===== src/flbm_pkg.sv =====
// ----------------------------------------------------------------------------
// Frame latency and bitrate monitor package
// Shared widths, event codes, register indexes and the command and status
// bundles that pass between the controller and the datapath.
// ----------------------------------------------------------------------------
`default_nettype none

package flbm_pkg;

	// Default number of entries in the timestamp ring.
	localparam int RING_DEPTH_DEF = 16;

	// Field widths.
	localparam int OPCODE_W = 2;
	localparam int PTS_W    = 64;
	localparam int NS_W     = 63;
	localparam int BYTES_W  = 29;
	localparam int BITS_W   = 32;
	localparam int EVENTS_W = 32;
	localparam int USEC_W   = 63;

	// The average is sum / (events * 1000); the divisor fits in 42 bits.
	localparam int DIVISOR_W = 42;
	localparam int DIV_STEPS = NS_W;
	localparam int DIV_CNT_W = $clog2(DIV_STEPS);

	// Configuration port.
	localparam int CFG_IDX_W  = 2;
	localparam int CFG_DATA_W = 1;

	localparam logic [CFG_IDX_W-1:0] CFG_ENABLE_BITRATE      = 2'd0;
	localparam logic [CFG_IDX_W-1:0] CFG_ENABLE_PTS_REGISTER = 2'd1;
	localparam logic [CFG_IDX_W-1:0] CFG_ENABLE_LATENCY      = 2'd2;

	// Event codes.
	localparam logic [OPCODE_W-1:0] OP_IN_FRAME   = 2'd0;
	localparam logic [OPCODE_W-1:0] OP_OUT_FRAME  = 2'd1;
	localparam logic [OPCODE_W-1:0] OP_OUT_PTS    = 2'd2;
	localparam logic [OPCODE_W-1:0] OP_TICK       = 2'd3;

	// Commands from the controller to the datapath.
	typedef struct packed {
		logic load;          // capture the input beat
		logic frame_update;  // ring write and bit counting for frame events
		logic search_init;   // start the ring search at the write index
		logic search_read;   // read the ring entry under the search index
		logic search_next;   // advance the search index
		logic accumulate;    // add the delay of the hit entry
		logic tick_bits;     // publish and clear the bit counters
		logic div_init;      // load the divider, clear the latency sum
		logic div_step;      // one quotient bit
		logic div_finish;    // publish average, peak and floor
	} cmd_t;

	// Status from the datapath to the controller.
	typedef struct packed {
		logic [OPCODE_W-1:0] opcode;
		logic                pts_positive;
		logic                en_latency;
		logic                hit;
		logic                search_last;
		logic                div_last;
	} status_t;

endpackage

`default_nettype wire


===== src/frame_latency_bitrate_monitor_core.sv =====
// Sequencing: an output timestamp is searched one ring entry at a time, up to
// RING_DEPTH entries, through the single ring read port; a period tick with
// latency enabled runs the 63-step bit-serial divider before done.
// Throughput: one event at a time; the next start is taken the cycle after done.
// Reset clears configuration, counters, statistics and ring valid bits at once.
// ----------------------------------------------------------------------------
// Frame latency and bitrate monitor
// Top level: controller and datapath for per-period bitrate and latency
// statistics over input, output and tick events.
// ----------------------------------------------------------------------------
`default_nettype none

module frame_latency_bitrate_monitor_core #(
	parameter int RING_DEPTH = flbm_pkg::RING_DEPTH_DEF
) (
	input  wire logic                                clk,
	input  wire logic                                arst_n,
	input  wire logic                                cfg_we,
	input  wire logic [flbm_pkg::CFG_IDX_W-1:0]      cfg_index,
	input  wire logic [flbm_pkg::CFG_DATA_W-1:0]     cfg_data,
	input  wire logic                                start,
	output logic                                     busy,
	input  wire logic [flbm_pkg::OPCODE_W-1:0]       opcode,
	input  wire logic signed [flbm_pkg::PTS_W-1:0]   pts,
	input  wire logic [flbm_pkg::NS_W-1:0]           now_ns,
	input  wire logic [flbm_pkg::BYTES_W-1:0]        frame_bytes,
	output logic                                     done,
	output logic                                     matched,
	output logic [flbm_pkg::BITS_W-1:0]              bitrate_in,
	output logic [flbm_pkg::BITS_W-1:0]              bitrate_out,
	output logic [flbm_pkg::USEC_W-1:0]              lat_avg_us,
	output logic [flbm_pkg::USEC_W-1:0]              lat_max_us,
	output logic [flbm_pkg::USEC_W-1:0]              lat_min_us
);

	flbm_pkg::cmd_t    cmd;
	flbm_pkg::status_t status;

	// Sequencer.
	flbm_ctrl u_ctrl (
		.clk    (clk),
		.arst_n (arst_n),
		.start  (start),
		.status (status),
		.cmd    (cmd),
		.busy   (busy),
		.done   (done)
	);

	// Storage and arithmetic.
	flbm_datapath #(
		.RING_DEPTH (RING_DEPTH)
	) u_datapath (
		.clk         (clk),
		.arst_n      (arst_n),
		.cfg_we      (cfg_we),
		.cfg_index   (cfg_index),
		.cfg_data    (cfg_data),
		.opcode      (opcode),
		.pts         (pts),
		.now_ns      (now_ns),
		.frame_bytes (frame_bytes),
		.cmd         (cmd),
		.status      (status),
		.matched     (matched),
		.bitrate_in  (bitrate_in),
		.bitrate_out (bitrate_out),
		.lat_avg_us  (lat_avg_us),
		.lat_max_us  (lat_max_us),
		.lat_min_us  (lat_min_us)
	);

endmodule

`default_nettype wire


===== src/flbm_ctrl.sv =====
// ----------------------------------------------------------------------------
// Frame latency and bitrate monitor controller
// Sequences one event at a time: dispatch, ring search, period division,
// and the one-cycle result strobe.
// ----------------------------------------------------------------------------
`default_nettype none

module flbm_ctrl (
	input  wire logic               clk,
	input  wire logic               arst_n,
	input  wire logic               start,
	input  wire flbm_pkg::status_t  status,
	output flbm_pkg::cmd_t          cmd,
	output logic                    busy,
	output logic                    done
);

	typedef enum logic [6:0] {
		S_IDLE     = 7'b0000001,
		S_DISPATCH = 7'b0000010,
		S_SRD      = 7'b0000100,
		S_SCMP     = 7'b0001000,
		S_DIV      = 7'b0010000,
		S_FIN      = 7'b0100000,
		S_DONE     = 7'b1000000
	} state_t;

	state_t state_q;
	state_t state_nxt;

	// Next state and command decode.
	always_comb begin
		state_nxt = state_q;
		cmd       = '0;
		unique case (state_q)
			S_IDLE: begin
				if (start) begin
					cmd.load  = 1'b1;
					state_nxt = S_DISPATCH;
				end
			end
			S_DISPATCH: begin
				unique case (status.opcode) inside
					flbm_pkg::OP_IN_FRAME, flbm_pkg::OP_OUT_FRAME: begin
						cmd.frame_update = 1'b1;
						state_nxt        = S_DONE;
					end
					flbm_pkg::OP_OUT_PTS: begin
						if (status.pts_positive) begin
							cmd.search_init = 1'b1;
							state_nxt       = S_SRD;
						end else begin
							state_nxt = S_DONE;
						end
					end
					flbm_pkg::OP_TICK: begin
						cmd.tick_bits = 1'b1;
						if (status.en_latency) begin
							cmd.div_init = 1'b1;
							state_nxt    = S_DIV;
						end else begin
							state_nxt = S_DONE;
						end
					end
					default: state_nxt = S_DONE;
				endcase
			end
			S_SRD: begin
				cmd.search_read = 1'b1;
				state_nxt       = S_SCMP;
			end
			S_SCMP: begin
				if (status.hit) begin
					cmd.accumulate = 1'b1;
					state_nxt      = S_DONE;
				end else if (status.search_last) begin
					state_nxt = S_DONE;
				end else begin
					cmd.search_next = 1'b1;
					state_nxt       = S_SRD;
				end
			end
			S_DIV: begin
				cmd.div_step = 1'b1;
				if (status.div_last) begin
					state_nxt = S_FIN;
				end
			end
			S_FIN: begin
				cmd.div_finish = 1'b1;
				state_nxt      = S_DONE;
			end
			S_DONE: begin
				state_nxt = S_IDLE;
			end
			default: state_nxt = S_IDLE;
		endcase
	end

	// State register.
	always_ff @(posedge clk or negedge arst_n) begin
		if (!arst_n) begin
			state_q <= S_IDLE;
		end else begin
			state_q <= state_nxt;
		end
	end

	assign busy = (state_q != S_IDLE);
	assign done = (state_q == S_DONE);

endmodule

`default_nettype wire


===== src/flbm_datapath.sv =====
// ----------------------------------------------------------------------------
// Frame latency and bitrate monitor datapath
// Holds the configuration, the timestamp ring, the bit and latency
// accumulators, a bit-serial divider and the published statistics.
// ----------------------------------------------------------------------------
`default_nettype none

module flbm_datapath #(
	parameter int RING_DEPTH = flbm_pkg::RING_DEPTH_DEF
) (
	input  wire logic                                clk,
	input  wire logic                                arst_n,
	input  wire logic                                cfg_we,
	input  wire logic [flbm_pkg::CFG_IDX_W-1:0]      cfg_index,
	input  wire logic [flbm_pkg::CFG_DATA_W-1:0]     cfg_data,
	input  wire logic [flbm_pkg::OPCODE_W-1:0]       opcode,
	input  wire logic signed [flbm_pkg::PTS_W-1:0]   pts,
	input  wire logic [flbm_pkg::NS_W-1:0]           now_ns,
	input  wire logic [flbm_pkg::BYTES_W-1:0]        frame_bytes,
	input  wire flbm_pkg::cmd_t                      cmd,
	output flbm_pkg::status_t                        status,
	output logic                                     matched,
	output logic [flbm_pkg::BITS_W-1:0]              bitrate_in,
	output logic [flbm_pkg::BITS_W-1:0]              bitrate_out,
	output logic [flbm_pkg::USEC_W-1:0]              lat_avg_us,
	output logic [flbm_pkg::USEC_W-1:0]              lat_max_us,
	output logic [flbm_pkg::USEC_W-1:0]              lat_min_us
);

	localparam int IDX_W = $clog2(RING_DEPTH);
	localparam logic [IDX_W-1:0] IDX_LAST = IDX_W'(RING_DEPTH - 1);

	// Configuration.
	logic en_bitrate_q;
	logic en_pts_q;
	logic en_latency_q;

	// Captured input beat.
	logic [flbm_pkg::OPCODE_W-1:0] opcode_q;
	logic [flbm_pkg::PTS_W-1:0]    pts_q;
	logic [flbm_pkg::NS_W-1:0]     now_q;
	logic [flbm_pkg::BYTES_W-1:0]  bytes_q;

	// Ring storage; entries that were never written read as no match.
	logic [flbm_pkg::PTS_W-1:0] pts_mem   [RING_DEPTH];
	logic [flbm_pkg::NS_W-1:0]  stamp_mem [RING_DEPTH];
	logic [RING_DEPTH-1:0]      ring_valid_q;
	logic [flbm_pkg::PTS_W-1:0] rd_pts_q;
	logic [flbm_pkg::NS_W-1:0]  rd_stamp_q;
	logic                       rd_valid_q;
	logic [IDX_W-1:0]           wr_idx_q;
	logic [IDX_W-1:0]           srch_idx_q;
	logic [IDX_W-1:0]           srch_cnt_q;

	// Accumulators and published values.
	logic [flbm_pkg::BITS_W-1:0]   in_bits_q;
	logic [flbm_pkg::BITS_W-1:0]   out_bits_q;
	logic [flbm_pkg::NS_W-1:0]     lat_sum_q;
	logic [flbm_pkg::EVENTS_W-1:0] lat_events_q;
	logic                          matched_q;
	logic [flbm_pkg::BITS_W-1:0]   last_in_q;
	logic [flbm_pkg::BITS_W-1:0]   last_out_q;
	logic [flbm_pkg::USEC_W-1:0]   last_avg_q;
	logic [flbm_pkg::USEC_W-1:0]   peak_q;
	logic [flbm_pkg::USEC_W-1:0]   floor_q;

	// Divider.
	logic [flbm_pkg::NS_W-1:0]      quo_q;
	logic [flbm_pkg::DIVISOR_W-1:0] rem_q;
	logic [flbm_pkg::DIVISOR_W-1:0] divisor_q;
	logic [flbm_pkg::DIV_CNT_W-1:0] div_cnt_q;

	// Combinational helpers.
	logic                            ring_write;
	logic [flbm_pkg::BITS_W-1:0]     frame_bits;
	logic                            hit;
	logic                            delay_pos;
	logic [flbm_pkg::NS_W-1:0]       delay;
	logic [flbm_pkg::NS_W:0]         sum_wide;
	logic [flbm_pkg::DIVISOR_W-1:0]  ev_x1000;
	logic [flbm_pkg::DIVISOR_W:0]    trial;
	logic                            trial_ge;
	logic [flbm_pkg::DIVISOR_W-1:0]  trial_diff;

	assign ring_write = cmd.frame_update && (opcode_q == flbm_pkg::OP_IN_FRAME)
		&& en_pts_q && en_latency_q;
	assign frame_bits = {bytes_q, 3'b000};

	// A hit needs a written entry with an equal timestamp.
	assign hit       = rd_valid_q && (rd_pts_q == pts_q);
	assign delay_pos = (now_q > rd_stamp_q);
	assign delay     = now_q - rd_stamp_q;
	assign sum_wide  = {1'b0, lat_sum_q} + {1'b0, delay};

	// events * 1000 as events * 1024 - events * 16 - events * 8.
	assign ev_x1000 = ({lat_events_q, 10'b0})
		- flbm_pkg::DIVISOR_W'({lat_events_q, 4'b0})
		- flbm_pkg::DIVISOR_W'({lat_events_q, 3'b0});

	// One restoring division step; the difference is only kept when it fits.
	assign trial      = {rem_q, quo_q[flbm_pkg::NS_W-1]};
	assign trial_ge   = (trial >= {1'b0, divisor_q});
	assign trial_diff = flbm_pkg::DIVISOR_W'(trial - {1'b0, divisor_q});

	// Status toward the controller.
	always_comb begin
		status              = '0;
		status.opcode       = opcode_q;
		status.pts_positive = !pts_q[flbm_pkg::PTS_W-1] && (|pts_q[flbm_pkg::PTS_W-2:0]);
		status.en_latency   = en_latency_q;
		status.hit          = hit;
		status.search_last  = (srch_cnt_q == IDX_LAST);
		status.div_last     = (div_cnt_q == flbm_pkg::DIV_CNT_W'(flbm_pkg::DIV_STEPS - 1));
	end

	// Input capture.
	always_ff @(posedge clk) begin
		if (cmd.load) begin
			opcode_q <= opcode;
			pts_q    <= pts;
			now_q    <= now_ns;
			bytes_q  <= frame_bytes;
		end
	end

	// Ring memory: one write port and one registered read port.
	always_ff @(posedge clk) begin
		if (ring_write) begin
			pts_mem[wr_idx_q]   <= pts_q;
			stamp_mem[wr_idx_q] <= now_q;
		end
		if (cmd.search_read) begin
			rd_pts_q   <= pts_mem[srch_idx_q];
			rd_stamp_q <= stamp_mem[srch_idx_q];
		end
	end

	// Divider datapath.
	always_ff @(posedge clk) begin
		if (cmd.div_init) begin
			rem_q <= '0;
			if (lat_events_q == '0) begin
				quo_q     <= '0;
				divisor_q <= flbm_pkg::DIVISOR_W'(1);
			end else begin
				quo_q     <= lat_sum_q;
				divisor_q <= ev_x1000;
			end
		end else if (cmd.div_step) begin
			rem_q <= trial_ge ? trial_diff : trial[flbm_pkg::DIVISOR_W-1:0];
			quo_q <= {quo_q[flbm_pkg::NS_W-2:0], trial_ge};
		end
	end

	// Configuration, ring control, accumulators and statistics.
	always_ff @(posedge clk or negedge arst_n) begin
		if (!arst_n) begin
			en_bitrate_q <= 1'b0;
			en_pts_q     <= 1'b0;
			en_latency_q <= 1'b0;
			ring_valid_q <= '0;
			rd_valid_q   <= 1'b0;
			wr_idx_q     <= '0;
			srch_idx_q   <= '0;
			srch_cnt_q   <= '0;
			div_cnt_q    <= '0;
			in_bits_q    <= '0;
			out_bits_q   <= '0;
			lat_sum_q    <= '0;
			lat_events_q <= '0;
			matched_q    <= 1'b0;
			last_in_q    <= '0;
			last_out_q   <= '0;
			last_avg_q   <= '0;
			peak_q       <= '0;
			floor_q      <= '0;
		end else begin
			// Register writes; unknown indexes are dropped.
			if (cfg_we) begin
				unique case (cfg_index)
					flbm_pkg::CFG_ENABLE_BITRATE:      en_bitrate_q <= cfg_data[0];
					flbm_pkg::CFG_ENABLE_PTS_REGISTER: en_pts_q     <= cfg_data[0];
					flbm_pkg::CFG_ENABLE_LATENCY:      en_latency_q <= cfg_data[0];
					default: ;
				endcase
			end

			if (cmd.load) begin
				matched_q <= 1'b0;
			end

			// Frame events.
			if (ring_write) begin
				ring_valid_q[wr_idx_q] <= 1'b1;
				wr_idx_q <= (wr_idx_q == IDX_LAST) ? '0 : wr_idx_q + 1'b1;
			end
			if (cmd.frame_update && en_bitrate_q) begin
				if (opcode_q == flbm_pkg::OP_IN_FRAME) begin
					in_bits_q <= in_bits_q + frame_bits;
				end else begin
					out_bits_q <= out_bits_q + frame_bits;
				end
			end

			// Ring search walks forward from the write index.
			if (cmd.search_init) begin
				srch_idx_q <= wr_idx_q;
				srch_cnt_q <= '0;
			end else if (cmd.search_next) begin
				srch_idx_q <= (srch_idx_q == IDX_LAST) ? '0 : srch_idx_q + 1'b1;
				srch_cnt_q <= srch_cnt_q + 1'b1;
			end
			if (cmd.search_read) begin
				rd_valid_q <= ring_valid_q[srch_idx_q];
			end

			// A hit with a positive delay adds to the saturating sum.
			if (cmd.accumulate && delay_pos) begin
				matched_q <= 1'b1;
				lat_sum_q <= sum_wide[flbm_pkg::NS_W] ? '1 : sum_wide[flbm_pkg::NS_W-1:0];
				if (lat_events_q != '1) begin
					lat_events_q <= lat_events_q + 1'b1;
				end
			end

			// Period tick: bit counters.
			if (cmd.tick_bits && en_bitrate_q) begin
				last_in_q  <= in_bits_q;
				last_out_q <= out_bits_q;
				in_bits_q  <= '0;
				out_bits_q <= '0;
			end

			// Period tick: latency.
			if (cmd.div_init) begin
				lat_sum_q    <= '0;
				lat_events_q <= '0;
				div_cnt_q    <= '0;
			end else if (cmd.div_step) begin
				div_cnt_q <= div_cnt_q + 1'b1;
			end
			if (cmd.div_finish) begin
				last_avg_q <= quo_q;
				if (quo_q > peak_q) begin
					peak_q <= quo_q;
				end
				if ((floor_q == '0) || ((quo_q != '0) && (quo_q < floor_q))) begin
					floor_q <= quo_q;
				end
			end
		end
	end

	assign matched     = matched_q;
	assign bitrate_in  = last_in_q;
	assign bitrate_out = last_out_q;
	assign lat_avg_us  = last_avg_q;
	assign lat_max_us  = peak_q;
	assign lat_min_us  = floor_q;

endmodule

`default_nettype wire


===== config.mk =====
export PLATFORM = sky130hd
export DESIGN_NAME = frame_latency_bitrate_monitor_core
export DESIGN_NICKNAME = d
export VERILOG_FILES = /design/src/flbm_pkg.sv /design/src/frame_latency_bitrate_monitor_core.sv /design/src/flbm_ctrl.sv /design/src/flbm_datapath.sv
export SDC_FILE = /design/constraint.sdc
export NUM_CORES = 2
export LEC_CHECK = 0
export BUFFER_PORTS_ARGS = -buffer_cell sky130_fd_sc_hd__buf_2
export CORE_MARGIN = 10
export CORE_UTILIZATION = 46
export DETAILED_ROUTE_END_ITERATION = 16
export SETUP_SLACK_MARGIN = 0.5
export SYNTH_ARGS = -nofsm -noshare
export SYNTH_HDL_FRONTEND = slang
export SYNTH_HIERARCHICAL = 1
export SYNTH_SLANG_ARGS = --single-unit

===== constraint.sdc =====
create_clock -name clk -period 20.4 [get_ports clk]
set_input_delay 4.08 -clock clk [delete_from_list [all_inputs] [get_ports clk]]
set_output_delay 4.08 -clock clk [all_outputs]
set_load 0.02 [all_outputs]

# == Word-level counts from Yosys, hierarchy flattened ==
# Memories as Yosys holds them, arrays and structs flattened. A register that Yosys moved wholly into a read port is not among the register bits.
# Cells that the tools add are included.
# classes
add_sub_neg,12
n_mul,0
n_div,0
magnitude_cmp,7
n_eq_ne,22
shift,0
mux,56
n_bitwise,1
n_reduce_logical,35
# op_table
op,n
$mux W63,6
$mux W32,9
$gt A63 B63 Y1,2
$add A32 B32 Y32,2
$add A63 B63 Y64,1
$eq A64 B64 Y1,1
$logic_not A63 Y1,1
$lt A63 B63 Y1,1
$reduce_bool A63 Y1,1
$reduce_or A63 Y1,1
$sub A63 B63 Y63,1
$ge A43 B42 Y1,1
$mux W42,1
$mux W7,6
$pmux W7 S6,1
$sub A42 B35 Y42,1
$sub A42 B36 Y42,1
$sub A42 B42 Y42,1
$add A32 B1 Y32 const B,1
$logic_not A32 Y1,1
$ne A32 B32 Y1 const B,1
$mux W4,6
$mux W1,18
$reduce_and A2 Y1,9
other kinds (30),59
# totals
ff_bits,763
latchBits,0
ram_bits,2032
romBits,0
inputBits,165
output_inout_bits,256
wordCells,162
memories,2
# memory_table
name,words,word_bits,read_ports,rd_clocked_by_memory_dff,write_ports,line,text
u_datapath.pts_mem,16,64,1,1,1,flbm_datapath.sv:45,logic [flbm_pkg::PTS_W-1:0] pts_mem [RING_DEPTH];
u_datapath.stamp_mem,16,63,1,1,1,flbm_datapath.sv:46,logic [flbm_pkg::NS_W-1:0] stamp_mem [RING_DEPTH];

# == Longest topological paths before layout ==
# depth
ltp_word,10
mapped_depth,29
ltp_nobuf,26

# == Hierarchy ==
# Netlist, hierarchy kept.
# modules_own_cells
module,instances,cells_each,area_each_um2,seq_area_each_um2
flbm_datapath,1,8789,129063.8,84496.0
flbm_ctrl,1,52,465.4,176.4

# == Worst setup path before layout ==
# No wires, ideal clock.
# synth_timing
kind,register -> register
from,reg u_ctrl.state_q[3]
to,reg u_datapath.ring_valid_q[3]
setup_time_ps,120
arrival_time_ps,11531
t_required_ps,20280
path_slack_ps,8750
stages_incl_launch_ff,10
path_buffers,1
period_less_slack_ps,11650
cell_sequence,dfrtp_1 > nor4_4 > nand2b_1 > nor3b_1 > nor3b_1 > and3_1 > clkbuf_1 > nand2_1 > nor3_1 > or2_2
# synth_lines
item,line,text
start: declaration,flbm_ctrl.sv:28,state_t state_q;
start signal: assignment,flbm_ctrl.sv:105,state_q <= state_nxt;
end signal: assignment,flbm_datapath.sv:161,ring_valid_q <= '0;
end signal: indexed assignment,flbm_datapath.sv:194,ring_valid_q[wr_idx_q] <= 1'b1;
end: declaration,flbm_datapath.sv:47,logic [RING_DEPTH-1:0] ring_valid_q;

==> results.cfg <==
[synthesis]
synth-simple-area-share = 0.0507
netlist_instances = 8841
synth_cell_types = 89
async_flop_share = 0.153
netlist_area_mm2 = 0.130
avgSynthCellArea_um2 = 14.7
synthMuxAreaShare = 0.108
ys.flop_type = edfxtp_1
synth_edf_count = 2420
synth_xor_area_frac = 0.0216
synth_compound_area_frac = 0.0936
seq_area_frac_synth = 0.654
yosysWarnings = 6
synth_top_family_by_area = multiplexers
synth-seq-cells = 2908
synthAdderAreaFrac = 0.0480

[worst_setup_path]
cp_top_family = buffers and inverters
worst_ep_required_time_ns = 21.27
crit_path_frequent_cell = buf_4
path_class = in -> async
crit_chain = buf_8 > buf_4 > buf_4 > buf_4 > buf_4
worstSetupStartpoint = arst_n
slowest_delay_ns = 0.85
reg2reg_to = u_datapath/lat_sum_q[8]$_DFFE_PN0P_
r2r-start = u_datapath/now_q[0]$_DFFE_PP_
slowest_stage = buf_4
arrival_ns = 7.77
crit_fanout = 92
endpoint_kind = asynchronous set/reset pin
crit_buf_inv = 5
ff2ff_path_depth = 24
reg2reg_slack_ns = 13.56
startpoint_type = primary input

[sta]
fmax_mhz = 145
finalCritPeriodShare = 0.338
max_slew_margin = 0.197
fin_crit_ns = 6.90
tightest_slew_ns = 1.19
rsz0062_at_grt = false
hold_ws_ns = 0.462
report.final.slew_viol_count = 0
setup_tns_ns = 0
clock_skew_ns = 0.0806
setup_viol = 0
hold_viol_final = 0

[route]
wl_mm = 361
drt-initial-drc-count = 7403
vias_per_cell = 5.93
wl_per_cell_um = 27.2
first_pass_iters = 6
drtAntennaViolNets = 0
via_count = 78674
drc = 0

[layout]
area_growth_pct = 12.8
drive_gt1_frac = 0.169
nets = 9931
fillCellCount = 23124

[floorplan]
die_h_um = 551
start_util = 0.463
dieWidth_um = 551
rows = 194
die_area_mm2 = 0.303
coreArea_mm2 = 0.280
io_pins = 421

[place]
hpwlAfterDp_mm = 217
gp_congestion = 0.905
numPortBuffers = 414

[global_routing]
track_usage = 0.230
grt_pass1_vias = 78380
grt_pass1_wl_mm = 528
antenna_found_initial = 17
grt_max_degree = 151
overflow = 0

[hold_path]
hold_path_class = reg -> reg
min_delay_worst_endpoint = u_datapath/ring_valid_q[9]$_DFFE_PN0P_
worstHoldStart = u_datapath/ring_valid_q[9]$_DFFE_PN0P_
worst_hold_path.num_cells = 1

[power]
ir_drop_mv = 0.117
p_per_area_mw_per_mm2 = 111
leakage_nw = 53.3
finalPower_w = 0.0163

[clocking]
cts_buffers = 311
cts_buffer_depth = 4
clk_latency_ns = 0.94
root_buffer = clkbuf_16
cts.clk_slew.worst_paths_ns = 0.06
cts_setup_buffers = 0
cts_resized = 0
ctsHtreeMaxLevel = 5
cts_hold_buf = 0
cts_tree = done
clock-sinks = 2908

[flow_run]
drv_cap = 0

[status]
status = complete, no violations
[cells in the mapped netlist, types with 64 or more instances]
cell type / number / area share
mux4_2: 260 / 0.045
a211oi_1: 69 / 0.0040
nand3_1: 84 / 0.0032
xor2_1: 127 / 0.0086
mux2_2: 257 / 0.022
mux2i_1: 518 / 0.040
a221oi_1: 137 / 0.0093
a21o_1: 191 / 0.011
clkbuf_1: 309 / 0.0090
o21ai_0: 503 / 0.019
nor2_1: 338 / 0.0098
ha_1: 450 / 0.043
dfrtp_1: 445 / 0.086
a21oi_1: 467 / 0.018
nor4_1: 74 / 0.0036
a22oi_1: 129 / 0.0075
xnor2_1: 193 / 0.013
o22ai_1: 70 / 0.0034
nand2_1: 457 / 0.013
inv_1: 419 / 0.012
nand4_1: 116 / 0.0056
buf_1: 64 / 0.0019
edfxtp_1: 2420 / 0.56
[metrics by stage]
stage	cell area, um2	util	cells	setup WS [ns]
after floorplan	130000	-	8846	8.75
after global placement	136000	0.486	12698	12.44
after detailed placement	136000	0.486	12698	12.36
after CTS	146000	0.522	13264	13.32
after global routing	146000	0.522	13267	12.90
final	146000	0.522	13271	13.50
[final cells by class]
cell class | instances | area [um2] | area share
diodes | 7 | 17.5 | 0.000120
clock buffers | 377 | 8250 | 0.0565
clock inverters | 189 | 1840 | 0.0126
inverters | 419 | 1570 | 0.0108
repair buffers | 540 | 3220 | 0.0220
multi-input cells | 5107 | 41900 | 0.287
well taps | 3724 | 4660 | 0.0319
flip-flops and latches | 2908 | 84700 | 0.580
[registers in the layout, indices dropped and copies added (netlist names), 32 cells and up]
signal                   flops
u_datapath/divisor_q        40
u_datapath/lat_avg_us       63
u_datapath/lat_events_q     32
u_datapath/lat_max_us       63
u_datapath/lat_min_us       63
u_datapath/lat_sum_q        63
u_datapath/now_q            63
u_datapath/pts_mem        1024
u_datapath/pts_q            64
u_datapath/quo_q            63
u_datapath/rd_pts_q         64
u_datapath/rd_stamp_q       63
u_datapath/rem_q            42
u_datapath/stamp_mem      1008
[metal layers]
metal  share of wire  GRT usage  up-vias
met5         0.00014          0        -
met4           0.029     0.0626        8
met3           0.067     0.0304      545
met2            0.47      0.374     2765
met1            0.43      0.328    40339
li1                -          -    35017
[kinds of logic after synthesis]
kind of cell             count (synthesis)
AO/OA/AOI/OAI                         1889
XOR/XNOR                               320
adder cells (fa/ha/maj)                479
buffers and inverters                  831
flip-flops                            2908
multiplexers                          1035
other                                    1
AND/OR/NAND/NOR                       1378
[placed cells by master, fill, tap and decap left out, drive strengths merged, types with 24 or more instances in the layout]
cell,n
a22oi,129
a211oi,89
o22ai,70
nor2b,44
and3,36
xnor2,193
mux2i,518
clkinv,139
bufinv,25
nor2,338
mux4,260
nand2,457
nor3,61
dfrtp,445
a21oi,467
o21bai,49
inv,431
or2,24
o21ai,508
dfxtp,42
buf,540
a21o,191
o21a,26
edfxtp,2420
a31oi,31
nor4,75
nand2b,47
fa,29
nand3,84
nand4,116
mux2,257
and2,29
clkbuf,377
xor2,127
ha,450
a221oi,137
o211ai,42
[worst max path at each step]
stage	endpoint	slack [ns]	cells after the start
3_3_place_gp	u_datapath/out_bits_q[28]$_DFFE_PN0P_	12.44	5
5_1_grt	u_datapath/out_bits_q[27]$_DFFE_PN0P_	12.90	5
3_5_place_dp	u_datapath/out_bits_q[24]$_DFFE_PN0P_	12.36	5
6_report	u_datapath/in_bits_q[27]$_DFFE_PN0P_	13.50	5
4_1_cts	u_datapath/out_bits_q[27]$_DFFE_PN0P_	13.32	5
2_1_floorplan	u_datapath/ring_valid_q[3]$_DFFE_PN0P_	8.75	9
[worst register-to-register path: stages, from the launching register on]
cell and delay [ns]:
edfxtp_1 0.59, inv_1 0.17, ha_1 0.25, fa_1 0.24, nor2b_1 0.05, o21ai_0 0.29, a21o_1 0.20, a21oi_1 0.10
or3_1 0.51, a21oi_1 0.55, o21ai_0 0.25, a31o_2 0.28, a21oi_1 0.33, o21ai_0 0.19, xor2_1 0.26, ha_1 0.36
nand4_1 0.14, nor2_1 0.07, a221oi_1 0.27, o21ai_0 0.14, a31oi_1 0.31, o21ai_0 0.15, inv_1 0.09, and2_4 0.63
a211oi_1 0.22
[report_power, final]
group | switching, W | internal (W) | total (W)
clock network | 0.00236 | 0.00322 | 0.00558
logic | 0.00194 | 0.00142 | 0.00336
registers | 0.000413 | 0.00691 | 0.00732
total | 0.00471 | 0.0115 | 0.0163
(Power assumes the default switching activity.)
